## src/design/bounded_stack_with_search_macros.svh

```systemverilog
// Assertion macros for the bounded stack with search.
// Define ASSERT_OFF to compile the checks away; no other dependencies.
`ifndef BOUNDED_STACK_WITH_SEARCH_MACROS_SVH
`define BOUNDED_STACK_WITH_SEARCH_MACROS_SVH

`ifndef ASSERT_OFF

// cond must imply prop in the same cycle
`define ASSERT_IMPLIES(label, clk, rst_n, cond, prop, msg) \
	label: assert property (@(posedge clk) disable iff (!rst_n) (cond) |-> (prop)) \
		else $error(msg);

// cond must imply prop in the next cycle
`define ASSERT_NEXT(label, clk, rst_n, cond, prop, msg) \
	label: assert property (@(posedge clk) disable iff (!rst_n) (cond) |=> (prop)) \
		else $error(msg);

// cond must never hold
`define ASSERT_NEVER(label, clk, rst_n, cond, msg) \
	label: assert property (@(posedge clk) disable iff (!rst_n) !(cond)) \
		else $error(msg);

`else

`define ASSERT_IMPLIES(label, clk, rst_n, cond, prop, msg)
`define ASSERT_NEXT(label, clk, rst_n, cond, prop, msg)
`define ASSERT_NEVER(label, clk, rst_n, cond, msg)

`endif

`endif

```

## src/design/bsws_pkg.sv

```systemverilog
// Shared types and constants for the bounded stack with search.
// No dependencies; used by bsws_ram, bsws_ctrl and the top level.
`timescale 1ns / 1ps
`default_nettype none

package bsws_pkg;

	localparam int DEPTH  = 64;
	localparam int WORD_W = 32;
	localparam int ADDR_W = $clog2(DEPTH);
	localparam int CNT_W  = $clog2(DEPTH + 1);

	localparam int CMD_W  = 3;
	localparam int CAP_W  = 7;
	localparam int POS_W  = 6;
	localparam int FILL_W = 7;

	localparam logic [CAP_W-1:0] CAP_RESET = CAP_W'(64);

	typedef enum logic [CMD_W-1:0] {
		CMD_PUSH  = 3'd0,
		CMD_POP   = 3'd1,
		CMD_PEEK  = 3'd2,
		CMD_CLEAR = 3'd3,
		CMD_FIND  = 3'd4
	} cmd_t;

	typedef enum logic [1:0] {
		ST_OK       = 2'd0,
		ST_FULL     = 2'd1,
		ST_EMPTY    = 2'd2,
		ST_NOTFOUND = 2'd3
	} status_t;

	typedef struct packed {
		logic              en;
		logic [ADDR_W-1:0] addr;
		logic [WORD_W-1:0] data;
	} ram_wr_t;

endpackage

`default_nettype wire

```

## src/design/bounded_stack_with_search.sv

```systemverilog
// Bounded LIFO stack with top-down search, top level.
// From accept, push, clear and unused codes pass through the execute and response states; pop
// and peek add a state for one registered store read; find adds one compare per entry from
// the top down (none when empty). One request at a time; the next is taken the cycle after
// the result is registered, and a result still held in the output register stalls the response.
// Reset (arst_n low, asynchronous): fill count 0, capacity 64, no result pending.
`timescale 1ns / 1ps
`default_nettype none

module bounded_stack_with_search (
	input  logic                          clk,
	input  logic                          arst_n,
	// request channel
	input  logic                          in_valid,
	output logic                          in_ready,
	input  logic [2:0]                    cmd,
	input  logic [31:0]                   operand_word,
	// result channel
	output logic                          out_valid,
	input  logic                          out_ready,
	output logic [1:0]                    status,
	output logic [31:0]                   data_out,
	output logic [5:0]                    found_position,
	output logic [6:0]                    fill_count,
	// capacity register write
	input  logic                          cfg_we,
	input  logic [6:0]                    cfg_wdata
);

	// store write request and read address from the sequencer
	bsws_pkg::ram_wr_t                 wr;
	logic [bsws_pkg::ADDR_W-1:0]       rd_addr;
	logic [bsws_pkg::WORD_W-1:0]       rd_data;

	// Sequencer: holds the fill count and capacity, decodes each request, and
	// for find walks the store from the top entry down, one compare per cycle,
	// stopping at the first match. The result sits in an output register so a
	// new request is taken while the previous result still waits.
	bsws_ctrl u_ctrl (
		.clk            (clk),
		.arst_n         (arst_n),
		.in_valid       (in_valid),
		.in_ready       (in_ready),
		.cmd            (cmd),
		.operand_word   (operand_word),
		.out_valid      (out_valid),
		.out_ready      (out_ready),
		.status         (status),
		.data_out       (data_out),
		.found_position (found_position),
		.fill_count     (fill_count),
		.cfg_we         (cfg_we),
		.cfg_wdata      (cfg_wdata),
		.wr             (wr),
		.rd_addr        (rd_addr),
		.rd_data        (rd_data)
	);

	// Entry store: no reset; only entries below the fill count are ever used,
	// and every one of those was written by a push.
	bsws_ram u_ram (
		.clk     (clk),
		.wr      (wr),
		.rd_addr (rd_addr),
		.rd_data (rd_data)
	);

endmodule

`default_nettype wire

```

## src/design/bsws_ram.sv

```systemverilog
// Entry store: one write port, one read port with registered read data.
// Depends on bsws_pkg.
`timescale 1ns / 1ps
`default_nettype none

module bsws_ram (
	input  logic                      clk,
	input  bsws_pkg::ram_wr_t         wr,
	input  logic [bsws_pkg::ADDR_W-1:0] rd_addr,
	output logic [bsws_pkg::WORD_W-1:0] rd_data
);

	logic [bsws_pkg::WORD_W-1:0] mem [bsws_pkg::DEPTH];

	always_ff @(posedge clk) begin
		if (wr.en) begin
			mem[wr.addr] <= wr.data;
		end
		rd_data <= mem[rd_addr];
	end

endmodule

`default_nettype wire

```

## src/design/bsws_ctrl.sv

```systemverilog
// Command sequencer: decodes requests, drives the entry store and runs the
// top-down search one entry per cycle through a single comparator.
// Depends on bsws_pkg and bounded_stack_with_search_macros.svh.
`timescale 1ns / 1ps
`default_nettype none
`include "bounded_stack_with_search_macros.svh"

module bsws_ctrl (
	input  logic                          clk,
	input  logic                          arst_n,
	input  logic                          in_valid,
	output logic                          in_ready,
	input  logic [bsws_pkg::CMD_W-1:0]    cmd,
	input  logic [bsws_pkg::WORD_W-1:0]   operand_word,
	output logic                          out_valid,
	input  logic                          out_ready,
	output logic [1:0]                    status,
	output logic [bsws_pkg::WORD_W-1:0]   data_out,
	output logic [bsws_pkg::POS_W-1:0]    found_position,
	output logic [bsws_pkg::FILL_W-1:0]   fill_count,
	input  logic                          cfg_we,
	input  logic [bsws_pkg::CAP_W-1:0]    cfg_wdata,
	output bsws_pkg::ram_wr_t             wr,
	output logic [bsws_pkg::ADDR_W-1:0]   rd_addr,
	input  logic [bsws_pkg::WORD_W-1:0]   rd_data
);

	localparam int CntW  = bsws_pkg::CNT_W;
	localparam int AddrW = bsws_pkg::ADDR_W;
	localparam int WordW = bsws_pkg::WORD_W;

	typedef enum logic [2:0] {
		S_IDLE,
		S_EXEC,
		S_READ,
		S_SCAN,
		S_RESP
	} state_t;

	state_t                       state_q;
	logic [bsws_pkg::CMD_W-1:0]   cmd_q;
	logic [WordW-1:0]             key_q;
	logic [CntW-1:0]              count_q;
	logic [bsws_pkg::CAP_W-1:0]   cap_q;
	logic [AddrW-1:0]             idx_q;

	bsws_pkg::status_t            res_status_q;
	logic [WordW-1:0]             res_data_q;
	logic [AddrW-1:0]             res_pos_q;

	logic                         out_valid_q;
	bsws_pkg::status_t            status_q;
	logic [WordW-1:0]             data_out_q;
	logic [AddrW-1:0]             pos_out_q;
	logic [CntW-1:0]              fill_q;

	logic                         full;
	logic                         empty;
	logic [CntW-1:0]              top_w;
	logic [AddrW-1:0]             top_addr;
	logic                         hit;

	// capacity is the smaller of the register and the store depth
	assign full     = (count_q >= CntW'(cap_q)) || (count_q >= CntW'(bsws_pkg::DEPTH));
	assign empty    = (count_q == '0);
	assign top_w    = count_q - CntW'(1);
	assign top_addr = top_w[AddrW-1:0];
	assign hit      = (rd_data == key_q);

	always_comb begin
		wr      = '0;
		rd_addr = (state_q == S_SCAN) ? (idx_q - AddrW'(1)) : top_addr;
		if (state_q == S_EXEC && cmd_q == bsws_pkg::CMD_PUSH && !full) begin
			wr.en   = 1'b1;
			wr.addr = count_q[AddrW-1:0];
			wr.data = key_q;
		end
	end

	always_ff @(posedge clk or negedge arst_n) begin
		if (!arst_n) begin
			state_q     <= S_IDLE;
			count_q     <= '0;
			cap_q       <= bsws_pkg::CAP_RESET;
			out_valid_q <= 1'b0;
		end else begin
			if (cfg_we) begin
				cap_q <= cfg_wdata;
			end
			// load a new result when the output register is free, else drop a taken one
			if (state_q == S_RESP) begin
				if (!out_valid_q || out_ready) begin
					out_valid_q <= 1'b1;
				end
			end else if (out_valid_q && out_ready) begin
				out_valid_q <= 1'b0;
			end
			unique case (state_q)
				S_IDLE: begin
					if (in_valid) begin
						cmd_q   <= cmd;
						key_q   <= operand_word;
						state_q <= S_EXEC;
					end
				end
				S_EXEC: begin
					res_status_q <= bsws_pkg::ST_OK;
					res_data_q   <= '0;
					res_pos_q    <= '0;
					state_q      <= S_RESP;
					unique case (cmd_q)
						bsws_pkg::CMD_PUSH: begin
							if (full) begin
								res_status_q <= bsws_pkg::ST_FULL;
							end else begin
								count_q <= count_q + CntW'(1);
							end
						end
						bsws_pkg::CMD_POP, bsws_pkg::CMD_PEEK: begin
							if (empty) begin
								res_status_q <= bsws_pkg::ST_EMPTY;
							end else begin
								state_q <= S_READ;
							end
						end
						bsws_pkg::CMD_CLEAR: begin
							count_q <= '0;
						end
						bsws_pkg::CMD_FIND: begin
							if (empty) begin
								res_status_q <= bsws_pkg::ST_NOTFOUND;
							end else begin
								idx_q   <= top_addr;
								state_q <= S_SCAN;
							end
						end
						default: begin
						end
					endcase
				end
				S_READ: begin
					res_data_q <= rd_data;
					if (cmd_q == bsws_pkg::CMD_POP) begin
						count_q <= top_w;
					end
					state_q <= S_RESP;
				end
				S_SCAN: begin
					if (hit) begin
						res_pos_q <= idx_q;
						state_q   <= S_RESP;
					end else if (idx_q == '0) begin
						res_status_q <= bsws_pkg::ST_NOTFOUND;
						state_q      <= S_RESP;
					end else begin
						idx_q <= idx_q - AddrW'(1);
					end
				end
				S_RESP: begin
					if (!out_valid_q || out_ready) begin
						status_q    <= res_status_q;
						data_out_q  <= res_data_q;
						pos_out_q   <= res_pos_q;
						fill_q      <= count_q;
						state_q     <= S_IDLE;
					end
				end
				default: begin
					state_q <= S_IDLE;
				end
			endcase
		end
	end

	assign in_ready       = (state_q == S_IDLE);
	assign out_valid      = out_valid_q;
	assign status         = status_q;
	assign data_out       = data_out_q;
	assign found_position = bsws_pkg::POS_W'(pos_out_q);
	assign fill_count     = bsws_pkg::FILL_W'(fill_q);

	`ASSERT_NEVER(a_count_bound, clk, arst_n, count_q > CntW'(bsws_pkg::DEPTH), "count above depth")
	`ASSERT_NEXT(a_accept_exec, clk, arst_n, in_valid && in_ready, state_q == S_EXEC, "accept lost")
	`ASSERT_NEXT(a_push_grows, clk, arst_n, wr.en, count_q == $past(count_q) + CntW'(1), "push count")
	`ASSERT_IMPLIES(a_scan_range, clk, arst_n, state_q == S_SCAN, CntW'(idx_q) < count_q, "scan index")

endmodule

`default_nettype wire
```

## config.mk

```make
export PLATFORM = sky130hd
export DESIGN_NAME = bounded_stack_with_search
export DESIGN_NICKNAME = d
export VERILOG_FILES = /design/src/design/bsws_pkg.sv /design/src/design/bounded_stack_with_search.sv /design/src/design/bsws_ram.sv /design/src/design/bsws_ctrl.sv
export VERILOG_INCLUDE_DIRS = /design/src /design/src/design
export SDC_FILE = /design/constraint.sdc
export NUM_CORES = 2
export LEC_CHECK = 0
export BUFFER_PORTS_ARGS = -buffer_cell sky130_fd_sc_hd__buf_2
export CELL_PAD_IN_SITES_DETAIL_PLACEMENT = 1
export CELL_PAD_IN_SITES_GLOBAL_PLACEMENT = 1
export CORE_MARGIN = 2
export CORE_UTILIZATION = 35
export DETAILED_ROUTE_END_ITERATION = 16
export HOLD_SLACK_MARGIN = 0.02
export PLACE_DENSITY_LB_ADDON = 0.15
export SLEW_MARGIN = 20
export SYNTH_ARGS = -nofsm -noshare
export SYNTH_HDL_FRONTEND = slang
export SYNTH_SLANG_ARGS = --single-unit
```

## constraint.sdc

```tcl
create_clock -name clk -period 7.4 [get_ports clk]
set_clock_uncertainty 0.05 [all_clocks]
set_input_delay 2.22 -clock clk [delete_from_list [all_inputs] [get_ports clk]]
set_output_delay 2.22 -clock clk [all_outputs]
set_load 0.01 [all_outputs]
```

== After elaboration in Yosys (flattened, before gate mapping) ==
Memories as Yosys holds them, arrays and structs flattened. A register that Yosys moved wholly into a read port is not among the register bits.
Cells that the tools add are included.

* Add/sub/neg operators: 3
* Magnitude comparators: 2
* Equality and inequality tests: 21
* Mux-type cells: 34
* Reduce and logical (&&, ||, !) cells: 24

{| class="wikitable"
|+ Operators by type and width
! kind !! count
|-
| $pmux W32 S2 || 1
|-
| $mux W39 || 1
|-
| $mux W6 || 6
|-
| $eq A32 B32 Y1 || 1
|-
| $pmux W7 S2 || 2
|-
| $pmux W6 S2 || 2
|-
| $mux W3 || 6
|-
| $pmux W3 S5 || 1
|-
| $mux W7 || 2
|-
| $ne A2 B2 Y1 const B || 7
|-
| $eq A3 B2 Y1 const B || 4
|-
| $reduce_and A3 Y1 || 4
|-
| $mux W2 || 4
|-
| $reduce_and A4 Y1 || 2
|-
| $add A7 B1 Y7 const B || 1
|-
| $ge A7 B7 Y1 || 1
|-
| $ge A7 B7 Y1 const B || 1
|-
| $logic_not A7 Y1 || 1
|-
| $sub A7 B1 Y7 const B || 1
|-
| $eq A3 B1 Y1 const B || 2
|-
| $eq A3 B3 Y1 const B || 2
|-
| $logic_not A3 Y1 || 2
|-
| $logic_not A6 Y1 || 1
|-
| $mux W1 || 6
|-
| other kinds (14) || 23
|}

* Memories: 1
* Output and inout port bits: 49
* Flip-flop bits (word level): 146
* Memory bits (writable): 2048
* Logic and storage cells: 99
* Input port bits: 47

{| class="wikitable"
|+ Memory list
! memory !! depth !! bits a word !! read ports !! clocked after Yosys merged registers in !! write ports !! RTL line !! text
|-
| u_ram.mem || 64 || 32 || 1 || 1 || 1 || bsws_ram.sv:13 || <nowiki>logic [bsws_pkg::WORD_W-1:0] mem [bsws_pkg::DEPTH];</nowiki>
|}

== Logic depth before layout (Yosys ltp) ==
* Word-level depth: 7
* Depth in mapped cells: 13

== Cells and area by module ==
A second synthesis with hierarchy kept.

* Cells, all modules: 3776
* Area total of the unflattened synthesis: 84848.9 µm²

{| class="wikitable"
|+ By module, submodules not included
! module !! seq. area each (µm²) !! cells an instance !! instances !! area an instance (µm²)
|-
| bsws_ram || 62139.6 || 3324 || 1 || 78515.3
|-
| bsws_ctrl || 4295.4 || 452 || 1 || 6333.6
|}

== Worst setup path after synthesis ==
OpenSTA, ideal clock, no wires.

* Path type: reg2reg
* Start point: reg u_ctrl.count_q[0]
* End point: mem u_ram.mem[35][0] (netlist bit) (enable)
* Setup time: 0.461 ns
* Path buffers: 2
* Slack: 2.179 ns
* Stages on the path, launching flop included: 12
* Arrival time: 4.710 ns
* Cell sequence: dfrtp_1 buf_2 clkinv_1 ha_1 nand2b_1 a21o_1 a21oi_1 o21ai_0 a211oi_2 clkbuf_1 nand4_1 nor3_1

* Cells in the longest elaborated chain, start to end: 7

{| class="wikitable"
|+ RTL lines
! element !! RTL line !! text
|-
| start, declared || bsws_ctrl.sv:43 || <nowiki>logic [CntW-1:0] count_q;</nowiki>
|-
| start signal, assigned || bsws_ctrl.sv:116 || <nowiki>count_q <= count_q + CntW'(1);</nowiki>
|-
| start signal, assigned || bsws_ctrl.sv:144 || <nowiki>count_q <= top_w;</nowiki>
|-
| $ge A7 B7 Y1 || bsws_ctrl.sv:64 || <nowiki>assign full = (count_q >= CntW'(cap_q)) || (count_q >= CntW'(bsws_pkg::DEPTH));</nowiki>
|-
| $logic_or A1 B1 Y1 || bsws_ctrl.sv:64 ||
|-
| $logic_not A1 Y1 || bsws_ctrl.sv:73 || <nowiki>if (state_q == S_EXEC && cmd_q == bsws_pkg::CMD_PUSH && !full) begin</nowiki>
|-
| $logic_and A1 B1 Y1 || bsws_ctrl.sv:73 ||
|-
| $mux W39 (*) || bsws_ctrl.sv:73 ||
|-
| $mux W1 || bsws_ram.sv:16 || <nowiki>if (wr.en) begin</nowiki>
|-
| $mux W1 (not written as such) || bsws_ram.sv:17 || <nowiki>mem[wr.addr] <= wr.data;</nowiki>
|-
| end, declared || bsws_ram.sv:13 ||
|}

Every way passes the cells marked *; elsewhere a longest branch is shown, timed or not.

== Final worst setup path ==
* Start point: reg u_ctrl.state_q[1]
* End point: reg u_ram.rd_data[21] (netlist bit) (read register of u_ram.mem)

* Cells in the longest elaborated chain, start to end: 2

{| class="wikitable"
|+ RTL lines
! element !! RTL line !! text
|-
| start, declared || bsws_ctrl.sv:40 || <nowiki>state_t state_q;</nowiki>
|-
| start signal, assigned || bsws_ctrl.sv:82 || <nowiki>state_q <= S_IDLE;</nowiki>
|-
| start signal, assigned || bsws_ctrl.sv:103 || <nowiki>state_q <= S_EXEC;</nowiki>
|-
| start signal, assigned || bsws_ctrl.sv:110 || <nowiki>state_q <= S_RESP;</nowiki>
|-
| $eq A3 B2 Y1 || bsws_ctrl.sv:72 || <nowiki>rd_addr = (state_q == S_SCAN) ? (idx_q - AddrW'(1)) : top_addr;</nowiki>
|-
| $mux W6 || bsws_ctrl.sv:72 ||
|-
| end, declared || bsws_ram.sv:10 || <nowiki>output logic [bsws_pkg::WORD_W-1:0] rd_data</nowiki>
|}

No other way between the ends.
A chain may end at the register's enable or synchronous reset.

==> run summary <==
Finished Core Util: 0.404
Total CTS buffers: 235
Vias in the first global route: 48600
R2r setup slk: 2.13 ns
Detailed Routing Iterations Pass 1: 5
Core region area: 0.243 sq mm
First-pass GRT wire length: 399 mm
Die height: 497 um
Min-delay worst type: reg -> reg
# rows: 181
Worst EP required: 8.10 ns
Max Clk Rate: 0.190 GHz
Setup WS post-layout: 2.13 ns
Die width: 497 um
DRC: 0
Total power: 39.9 mW
Worst-Margin Slew: 1.16 ns
Layout cell share with drive strength beyond 1: 0.170
CP Class: reg -> reg
WL/cell: 32.8 um
Layout area overhead: 15.1%
Cells after Synth: 5150
Grt ovf: 0
Initial antenna violation count: 24
Postcts setup bufs: 0
Cell Count Post-Placement: 8284
Worst skew pair latency: 0.89 ns
Mapped Nets: 5208
DR iter-0 viols: 5151
Crit path launch type: flop
Fin Hold WS: 0.368 ns
Async SR Flop Fraction: 0.00809
PwrDens: 406 mW/mm^2
Slew Viols, Final: 0
Worst vdd ir: 0.478 mV
Root buf cell: clkbuf_16
YS warnings: 0
Via count: 48300
Total GRT Usage: 0.229
Final Non-Filler Cells: 8732
Area after DPL: 0.0906 sq mm
Status: complete, no violations
Gates resized, CTS repair: 0
Final hold violations: 0
Die area: 0.247 sq mm
Initial core utilization: 0.351
Clock net sink count: 2226
Number of enable flip-flop cells after synthesis: 2176
I/O pins: 96
Port Buffer Count: 95
Final period utilization: 0.713
Routed vias/inst: 5.53
Fin area: 0.0981 sq mm
Worst slew margin: 0.227
Clk buf depth: 3
H-Tree Depth: 4
Setup tns final: 0 ns
Mean Syn Cell Area: 16.5 sq um
RSZ-0062 raised after global routing: false
CTS tree: built
GPL Wtd Cong: 0.860
DRT antenna net count: 0
Pleak: 31.4 nW
DRT Wirelength: 286 mm
Largest net degree at the start of global routing: 161
Max-cap violations: 0
#FFs+latches synth: 2226
Crit path max fanout: 78
Post-DP HPWL: 171 mm
Ys flop type: edfxtp_1
Post-route minimum period: 5.27 ns
Final setup fails: 0
Pre-CTS setup slack: 2.15 ns
Worst Setup End Kind: flop
Nets@finish: 5380
Post-CTS Hold Buffers: 0
CTS clk-pin slew, worst paths: 0.06 ns
Arr. time, crit path: 5.98 ns
Netlist cell types: 62
Sequential cell area fraction in the yosys report: 0.780
Synth Cell Area: 0.0852 sq mm
[cells by family after synthesis]
group | share of synthesized area
AO/OA/AOI/OAI | 0.0272
flip-flops | 0.780
XOR/XNOR | 0.00401
adder cells (fa/ha/maj) | 0.00162
multiplexers | 0.0680
buffers and inverters | 0.0173
AND/OR/NAND/NOR | 0.102
[worst max-delay path, stage by stage, from the launching register on]
cell and delay (ns):
dfrtp_2 1.02, and3b_1 0.65, mux2_2 0.51, inv_8 0.58, buf_4 0.62, mux4_2 0.40, a22oi_1 0.21, nand3_1 0.54
and4_1 0.44
[synth_stat cells (4+ instances only)]
master | instances | area share
dfxtp_1 | 32 | 0.0075
nand2_1 | 1059 | 0.047
dfrtp_1 | 17 | 0.0050
and3_1 | 33 | 0.0024
mux2_2 | 4 | 0.00053
a21oi_1 | 21 | 0.0012
ha_1 | 11 | 0.0016
inv_1 | 22 | 0.00097
buf_1 | 21 | 0.00093
xor2_1 | 33 | 0.0034
nor3_1 | 10 | 0.00059
nor2_1 | 84 | 0.0037
a31oi_1 | 125 | 0.0092
clkbuf_1 | 140 | 0.0062
buf_4 | 11 | 0.00097
o211ai_1 | 4 | 0.00035
nand3_1 | 525 | 0.031
nor4_1 | 10 | 0.00073
a2111oi_0 | 6 | 0.00062
edfxtp_1 | 2176 | 0.77
mux4_2 | 252 | 0.067
mux2i_1 | 7 | 0.00082
o22ai_1 | 4 | 0.00029
nand2b_1 | 4 | 0.00029
a22oi_1 | 126 | 0.011
a32oi_1 | 4 | 0.00041
a21o_1 | 6 | 0.00053
o21ai_0 | 17 | 0.0010
nand4_1 | 135 | 0.0099
and2_1 | 42 | 0.0031
buf_2 | 132 | 0.0078
and4_1 | 30 | 0.0031
xnor2_1 | 6 | 0.00062
[flip-flops by register name, summed over array words and instances, names as in the netlist, 7 cells and up]
signal             flops
u_ctrl.fill_count      7
u_ctrl.count_q         7
u_ctrl.key_q          32
u_ctrl.data_out       32
u_ctrl.cap_q           7
u_ctrl.res_data_q     32
u_ram.rd_data         32
u_ram.mem           2048
[area by class of cell]
class                      count  area (sq um)
timing repair buffer         242          2140
antenna                       10          25.0
clock inverter               122          1060
inverter                      25           109
tap                         3202          4010
fill                       23800        145000
clock buffer                 313          6360
sequential                  2226         66400
multi-input combinational   2592         18000
[metal layers]
metal  part of all wire  vias to the layer above  global-route usage
met5            0.00020                        -                   0
met4              0.032                        8              0.0745
met3              0.057                      348              0.0350
met2               0.46                     1495               0.356
met1               0.45                    26100               0.329
li1                   -                    20300                   -
[where the power goes]
part	internal (mW)	switching [mW]
Combinational	4.13	9.71
Clock	6.50	5.01
Sequential	14.2	0.373
Total	24.8	15.1
[layout by cell type (no fill, tap or decap), types with 52 or more instances in the layout]
cell type	n
a22oi_1	126
a31oi_1	125
buf_2	95
buf_4	108
clkbuf_1	64
clkbuf_16	239
clkinv_1	52
edfxtp_1	2176
mux4_2	252
nand2_1	1057
nand3_1	525
nand4_1	135
nor2_4	69
[path summary, 6_finish.rpt]
path,from,to,cells after the start
hold reg to reg,u_ctrl.res_status_q[1]$_SDFFCE_PP1P_,u_ctrl.status[1]$_DFFE_PP_,0
hold / removal,u_ctrl.res_status_q[1]$_SDFFCE_PP1P_,u_ctrl.status[1]$_DFFE_PP_,0
setup reg to reg,u_ctrl.state_q[1]$_DFFE_PN0P_,u_ram.rd_data[21]$_DFF_P_,8
max in group asynchronous,arst_n,u_ctrl.state_q[1]$_DFFE_PN0P_,1
min in group asynchronous,arst_n,u_ctrl.cap_q[4]$_DFFE_PN0P_,1
setup / recovery,u_ctrl.state_q[1]$_DFFE_PN0P_,u_ram.rd_data[21]$_DFF_P_,8
No activity file was read; power rests on OpenSTA's default activity.
